[src/design/mlgs_pkg.sv]
// shared constants, types and cross-mask helpers for the masked life grid stepper
package mlgs_pkg;

  // grid geometry: three by three panels
  localparam int unsigned PANEL_SIZE = 8;
  localparam int unsigned GRID_SIZE  = 3 * PANEL_SIZE;
  localparam int unsigned IDX_W      = $clog2(GRID_SIZE);

  // display level of a live cell
  localparam logic [2:0] LEVEL_ON = 3'd7;

  // request opcodes
  typedef enum logic [1:0] {
    OP_WRITE   = 2'd0,
    OP_ADVANCE = 2'd1,
    OP_READ    = 2'd2
  } op_e;

  // per-row control handed to each row cell
  typedef struct packed {
    logic             wr;
    logic             adv;
    logic [IDX_W-1:0] col;
    logic             alive;
  } cell_ctrl_t;

  // true when (r, c) is inside the grid and inside the plus-shaped panel set
  function automatic logic in_cross(input int unsigned r, input int unsigned c);
    int unsigned pr;
    int unsigned pc;
    logic        res;
    pr  = r / PANEL_SIZE;
    pc  = c / PANEL_SIZE;
    res = 1'b0;
    if (r < GRID_SIZE && c < GRID_SIZE) begin
      res = (pr == 1) || (pc == 1);
    end
    return res;
  endfunction

  // usable columns of one row
  function automatic logic [GRID_SIZE-1:0] row_mask(input int unsigned r);
    logic [GRID_SIZE-1:0] m;
    m = '0;
    for (int unsigned c = 0; c < GRID_SIZE; c++) begin
      m[c] = in_cross(r, c);
    end
    return m;
  endfunction

endpackage

[src/design/masked_life_grid_stepper_core.sv]
// masked life grid stepper: chain of row cells, request decode and result register
// an accepted request has its result in the output register in the cycle after it is accepted
// throughput: one request per cycle while the input is not stalled; a whole generation is computed
//   at once, every row cell counting its neighbors from the rows above and below in parallel
// input is stalled only while a result waits and the output side stalls
// reset clears every grid cell to dead and empties the result register
module masked_life_grid_stepper_core (
  input  logic       clk_i,
  input  logic       rst_ni,
  input  logic       in_valid_i,
  output logic       in_stall_o,
  input  logic [1:0] op_i,
  input  logic [4:0] row_i,
  input  logic [4:0] col_i,
  input  logic       alive_i,
  output logic       out_valid_o,
  input  logic       out_stall_i,
  output logic [2:0] level_o,
  output logic       usable_o
);

  localparam int unsigned GridW = mlgs_pkg::GRID_SIZE;
  localparam int unsigned IdxW  = mlgs_pkg::IDX_W;

  logic                  in_acc;
  logic                  addr_ok;
  logic [IdxW-1:0]       row_idx;
  logic [IdxW-1:0]       col_idx;
  logic                  rd_bit;
  logic                  is_write;
  logic                  is_adv;
  logic                  is_read;
  logic [GridW-1:0]      rows [GridW];
  logic                  out_valid_q;
  logic                  out_valid_d;
  logic [2:0]            level_q;
  logic [2:0]            level_d;
  logic                  usable_q;
  logic                  usable_d;

  // handshake: accept while the result register is free or being drained
  assign in_stall_o = out_valid_q & out_stall_i;
  assign in_acc     = in_valid_i & ~in_stall_o;

  // request decode
  assign addr_ok  = mlgs_pkg::in_cross(32'(row_i), 32'(col_i));
  assign row_idx  = IdxW'(row_i);
  assign col_idx  = IdxW'(col_i);
  assign is_write = in_acc & (op_i == mlgs_pkg::OP_WRITE);
  assign is_adv   = in_acc & (op_i == mlgs_pkg::OP_ADVANCE);
  assign is_read  = (op_i == mlgs_pkg::OP_READ);

  // chain of row cells, each fed by its neighbor rows
  for (genvar r = 0; r < GridW; r++) begin : g_rows
    mlgs_pkg::cell_ctrl_t   ctrl;
    logic [GridW-1:0]       up_row;
    logic [GridW-1:0]       dn_row;

    assign ctrl.wr    = is_write & addr_ok & (row_idx == IdxW'(r));
    assign ctrl.adv   = is_adv;
    assign ctrl.col   = col_idx;
    assign ctrl.alive = alive_i;

    if (r == 0) begin : g_top
      assign up_row = '0;
    end else begin : g_up
      assign up_row = rows[r-1];
    end
    if (r == GridW - 1) begin : g_bot
      assign dn_row = '0;
    end else begin : g_dn
      assign dn_row = rows[r+1];
    end

    mlgs_row_cell u_cell (
      .clk_i  (clk_i),
      .rst_ni (rst_ni),
      .ctrl_i (ctrl),
      .mask_i (mlgs_pkg::row_mask(r)),
      .up_i   (up_row),
      .dn_i   (dn_row),
      .row_o  (rows[r])
    );
  end

  // read port into the addressed row
  assign rd_bit = addr_ok & rows[row_idx][col_idx];

  // result for the accepted request
  always_comb begin
    out_valid_d = out_valid_q & out_stall_i;
    level_d     = level_q;
    usable_d    = usable_q;
    if (in_acc) begin
      out_valid_d = 1'b1;
      level_d     = (is_read & rd_bit) ? mlgs_pkg::LEVEL_ON : 3'd0;
      usable_d    = addr_ok & ((op_i == mlgs_pkg::OP_WRITE) | is_read);
    end
  end

  always_ff @(posedge clk_i or negedge rst_ni) begin
    if (!rst_ni) begin
      out_valid_q <= 1'b0;
    end else begin
      out_valid_q <= out_valid_d;
    end
  end

  // result payload
  always_ff @(posedge clk_i) begin
    level_q  <= level_d;
    usable_q <= usable_d;
  end

  assign out_valid_o = out_valid_q;
  assign level_o     = level_q;
  assign usable_o    = usable_q;

`ifndef SYNTHESIS
  // a lit level only comes from a usable cell
  a_level_usable: assert property (@(posedge clk_i) disable iff (!rst_ni)
    (out_valid_q && level_q != 3'd0) |-> usable_q)
    else $error("level set on unusable cell");

  // a generation step answers with an all-zero result
  a_adv_result: assert property (@(posedge clk_i) disable iff (!rst_ni)
    is_adv |=> (out_valid_q && level_q == 3'd0 && !usable_q))
    else $error("bad result for generation step");

  // a read returns the stored cell
  a_read_value: assert property (@(posedge clk_i) disable iff (!rst_ni)
    (in_acc && is_read) |=>
      (level_q == ($past(rd_bit) ? mlgs_pkg::LEVEL_ON : 3'd0)))
    else $error("read returned wrong level");
`endif

endmodule

[src/design/mlgs_row_cell.sv]
// one row cell: holds a grid row and computes its next generation from its neighbors
module mlgs_row_cell (
  input  logic                           clk_i,
  input  logic                           rst_ni,
  input  mlgs_pkg::cell_ctrl_t           ctrl_i,
  input  logic [mlgs_pkg::GRID_SIZE-1:0] mask_i,
  input  logic [mlgs_pkg::GRID_SIZE-1:0] up_i,
  input  logic [mlgs_pkg::GRID_SIZE-1:0] dn_i,
  output logic [mlgs_pkg::GRID_SIZE-1:0] row_o
);

  logic [mlgs_pkg::GRID_SIZE-1:0] row_q;
  logic [mlgs_pkg::GRID_SIZE-1:0] row_d;
  logic [mlgs_pkg::GRID_SIZE-1:0] next_gen;
  logic [mlgs_pkg::GRID_SIZE+1:0] up_p;
  logic [mlgs_pkg::GRID_SIZE+1:0] mid_p;
  logic [mlgs_pkg::GRID_SIZE+1:0] dn_p;
  logic [3:0]                     nbr_cnt [mlgs_pkg::GRID_SIZE];

  // zero-padded neighbor rows so the grid edge reads as dead
  assign up_p  = {1'b0, up_i, 1'b0};
  assign mid_p = {1'b0, row_q, 1'b0};
  assign dn_p  = {1'b0, dn_i, 1'b0};

  // per-column neighbor counter and life rule
  always_comb begin
    for (int c = 0; c < mlgs_pkg::GRID_SIZE; c++) begin
      nbr_cnt[c] = 4'(up_p[c]) + 4'(up_p[c+1]) + 4'(up_p[c+2])
                 + 4'(mid_p[c]) + 4'(mid_p[c+2])
                 + 4'(dn_p[c]) + 4'(dn_p[c+1]) + 4'(dn_p[c+2]);
      next_gen[c] = mask_i[c] & ((nbr_cnt[c] == 4'd3) | (row_q[c] & (nbr_cnt[c] == 4'd2)));
    end
  end

  // next row value: generation step or single-cell write
  always_comb begin
    row_d = row_q;
    if (ctrl_i.adv) begin
      row_d = next_gen;
    end else if (ctrl_i.wr) begin
      row_d[ctrl_i.col] = ctrl_i.alive;
    end
  end

  always_ff @(posedge clk_i or negedge rst_ni) begin
    if (!rst_ni) begin
      row_q <= '0;
    end else begin
      row_q <= row_d;
    end
  end

  assign row_o = row_q;

`ifndef SYNTHESIS
  // cells outside the cross never come alive
  a_outside_dead: assert property (@(posedge clk_i) disable iff (!rst_ni)
    (row_q & ~mask_i) == '0)
    else $error("live cell outside the cross");

  // without a write or a step the row holds
  a_row_hold: assert property (@(posedge clk_i) disable iff (!rst_ni)
    (!ctrl_i.wr && !ctrl_i.adv) |=> $stable(row_q))
    else $error("row changed without a request");

  // a write lands on the addressed column
  a_write_lands: assert property (@(posedge clk_i) disable iff (!rst_ni)
    (ctrl_i.wr && !ctrl_i.adv) |=> row_q[$past(ctrl_i.col)] == $past(ctrl_i.alive))
    else $error("write did not land");
`endif

endmodule

[config.mk]
export PLATFORM = sky130hd
export DESIGN_NAME = masked_life_grid_stepper_core
export DESIGN_NICKNAME = d
export VERILOG_FILES = /design/src/design/mlgs_pkg.sv /design/src/design/masked_life_grid_stepper_core.sv /design/src/design/mlgs_row_cell.sv
export SDC_FILE = /design/constraint.sdc
export NUM_CORES = 2
export LEC_CHECK = 0
export BUFFER_PORTS_ARGS = -buffer_cell sky130_fd_sc_hd__buf_4
export CORE_MARGIN = 4
export CORE_UTILIZATION = 45
export CTS_BUF_LIST = sky130_fd_sc_hd__clkbuf_16
export CTS_CLUSTER_SIZE = 24
export DETAILED_ROUTE_END_ITERATION = 8
export SETUP_SLACK_MARGIN = 0.05
export SYNTH_ARGS = -nofsm -noshare
export SYNTH_HDL_FRONTEND = slang
export SYNTH_SLANG_ARGS = --single-unit
[constraint.sdc]
create_clock -name clk_i -period 4 [get_ports clk_i]
set_input_delay 1 -clock clk_i [delete_from_list [all_inputs] [get_ports clk_i]]
set_output_delay 1 -clock clk_i [all_outputs]
set_load 0.03 [all_outputs]
==> metrics.txt <==
status completed; Core Region 177,000 um^2; ys flop type dfrtp_1; crit-path max cell delay 520 ps; final WL 234,000 um; Max Cap Viol 0; Mapped Nets 10,635; total power 41.0 mW; first-pass GRT wire length 375,000 um; CP bufs+invs 3; Setup TNS 0 ps; most used cell, CP fa_1; minimum clock period after layout 3770 ps; via/cell ratio 5.53; average cell area after synthesis 9.47 um^2; worst vdd ir 439 uV; FMAX 266 MHz; Critical Path End Type flip-flop; First DRT Iteration DRCs 4,221; period utilization 0.942; vias 61,471; Slew @ Worst Pin 1180 ps; CTS Buf Count 81; Power Internal 21.7 mW; leak pwr 44.0 nW; Setup violations, final 0; clock-pin slew on the worst setup and hold paths 60 ps; final net count 10,861; critical-path cell list ha_1 -> inv_1 -> fa_1 -> fa_1 -> inv_1 -> fa_1 -> inv_1 -> fa_1 -> a2111oi_0 -> a21oi_1 -> or4_1 -> a211o_1 -> nand2_1; Die ar. 185,000 um^2; CP max stage cell dfrtp_1; number of global-route vias before repair 64,787; Logic pwr share 0.625; top-level port count 23; # clock sinks 579; cell count after synthesis 8,482; initial antenna violation count 10; Final Slew Violations 0; delay-heaviest family, CP adder cells; share of cells above drive strength 1 0.0808; Switching Fraction 0.471; crit path kind reg -> reg; final cell count without fillers 11,125; average wire per standard cell 21.1 um; gr ovfl total 0; placed insts 10,962; PnR worst setup slack 234 ps; largest net degree at the start of global routing 66; Post-synth EDFFs 2; dpl cell area 85,700 um^2; CTS tree done; CP Max Fanout 8; switching power 19.3 mW; worst slack at placement 19.8 ps; die width 431 um; Final ANT Viol Nets 0; Yosys top cell area share 0.303; PD cells 463 nW/um^2; Initial Util 0.454; die height 431 um; CP arrival 4420 ps; clock power share 0.190; design area 88,500 um^2; most common cell after layout, fill and taps aside inv_1; PortBufs 22; worst clock skew 36.3 ps; clock root cell clkbuf_16; RSZ-0062 raised after global routing true; most frequent cells in the layout 2,384 x inv_1, 1,216 x fa_1, 920 x ha_1, 631 x nor2_1, 556 x dfrtp_1; Fillers 16,299; Min-Delay Path Class in -> async; Longest Clk Path Bufs 3; WP data required 4650 ps; warnings from Yosys 0; sequential share of the synthesized area 0.180; final hold vios 0; Clock Latency Late Sink 720 ps; Seq pwr share 0.185; Synth cell types 66; 1st-pass router iterations 8; GRT Util Overall 0.259; Hold-fix buffers, CTS 0; H-tree levels 3; Site Rows 154; HPWL Detailed 182,000 um; DRC Markers 0; GPL Wtd Cong 0.920; Post-Syn Area 80,400 um^2; Synth area leaders fa_1 30%, dfrtp_1 18%, ha_1 14%, inv_1 11%, nor2_1 3.0%; Yosys reg bits 579; Slew HR 0.214; area leader, netlist fa_1; Synth async-reset ratio 0.997; Area Growth Syn to Fin 10.1%; CP startpoint kind flip-flop
[repair_timing]
action,4_1_cts,5_1_grt
endpoints found under the setup margin,0,23
resized for setup,0,29
buffers inserted,0,3
[registers in the layout, indices dropped and copies added, names as in the netlist]
register / count
out_valid_o: 1
g_rows.u_cell.row_o: 576
usable_o: 1
level_o: 1
[kinds of logic (layout without fill, tap and decap cells)]
group	after synthesis	count (layout)	share of synthesized area
buf+inv	2625	2920	0.125
fa+ha+maj	2136	2136	0.446
compound gates	1303	1303	0.106
mux	207	207	0.0421
flops	579	579	0.180
other cells	0	8	0
simple gates	1632	1632	0.100
[cell type report]
type	instances	area, um^2	share of cell area
Antenna cell	8	20.0	0.000226
Clock buffer	83	2080	0.0235
Clock inverter	69	687	0.00776
Inverter	2379	8940	0.101
Multi-Input combinational cell	5278	56000	0.633
Sequential cell	579	14500	0.164
Tap cell	2340	2930	0.0331
Timing Repair Buffer	389	3340	0.0377
[per-stage QoR]
stage	utilization	hold WS, ps
4_1_cts	0.500	286
6_report	0.500	264
3_3_place_gp	0.484	463
5_1_grt	0.500	292
3_5_place_dp	0.484	465
2_1_floorplan	-	444
[worst register-to-register path, cell delays in order, from the launching register on]
cell and delay, ps:
dfrtp_1 520, ha_1 340, inv_1 40, fa_1 500, fa_1 430, inv_1 80
fa_1 180, inv_1 50, fa_1 380, a2111oi_0 350, a21oi_1 70, or4_1 400
a211o_1 300, nand2_1 60
[worst paths after layout]
path / depth (start not counted) / startpoint / endpoint / slack (ps)
setup / recovery: 13 / g_rows[11].u_cell.row_o[20] / g_rows[12].u_cell.row_o[20] / 230
hold / removal: 1 / rst_ni / g_rows[2].u_cell.row_o[13] / 260
setup reg to reg: 13 / g_rows[11].u_cell.row_o[20] / g_rows[12].u_cell.row_o[20] / 230
hold reg to reg: 1 / g_rows[6].u_cell.row_o[5] / g_rows[6].u_cell.row_o[5] / 480
max in group asynchronous: 2 / rst_ni / g_rows[14].u_cell.row_o[2] / 2680
min in group clk_i: 1 / g_rows[6].u_cell.row_o[5] / g_rows[6].u_cell.row_o[5] / 480
[synthesized netlist by cell type, types with 8 or more instances]
cell	number
inv_1	2378
fa_1	1216
ha_1	920
nor2_1	641
dfrtp_1	577
a21oi_1	429
and2_1	225
nand2_1	196
a2111oi_0	189
o21ai_0	185
clkbuf_1	177
nor4_1	144
a31oi_1	130
nor2b_1	108
nor3_1	107
mux4_2	100
o31ai_1	93
or4_1	84
mux2i_1	81
nand3_1	60
a211o_1	54
o21a_1	48
buf_2	36
o41ai_1	33
mux2_2	24
nand4_1	20
a22o_1	19
a22oi_1	19
o2111ai_1	17
nor4b_1	16
o21ai_1	16
o211ai_1	12
o22ai_1	12
buf_1	11
buf_6	11
a211oi_1	10
buf_4	9
a221o_1	8
a221oi_1	8
[power groups by stage]
stage | Combinational [mW] | Clock, mW | Sequential, mW
6_report | 25.6 | 7.79 | 7.58
5_1_grt | 30.4 | 8.14 | 7.70
4_1_cts | 25.8 | 7.94 | 7.58
3_5_place_dp | 25.5 | 0 | 7.69
3_3_place_gp | 23.7 | 0 | 7.68
2_1_floorplan | 18.9 | 0 | 7.41
[routing by layer]
metal	part of all wire	global-route usage	vias to the layer above
met1	0.42	0.348	31463
met4	0.041	0.0947	0
li1	-	-	27844
met2	0.47	0.426	1704
met3	0.063	0.0417	460
met5	0	0	-
Note: power is estimated with default switching activity, not from simulation.
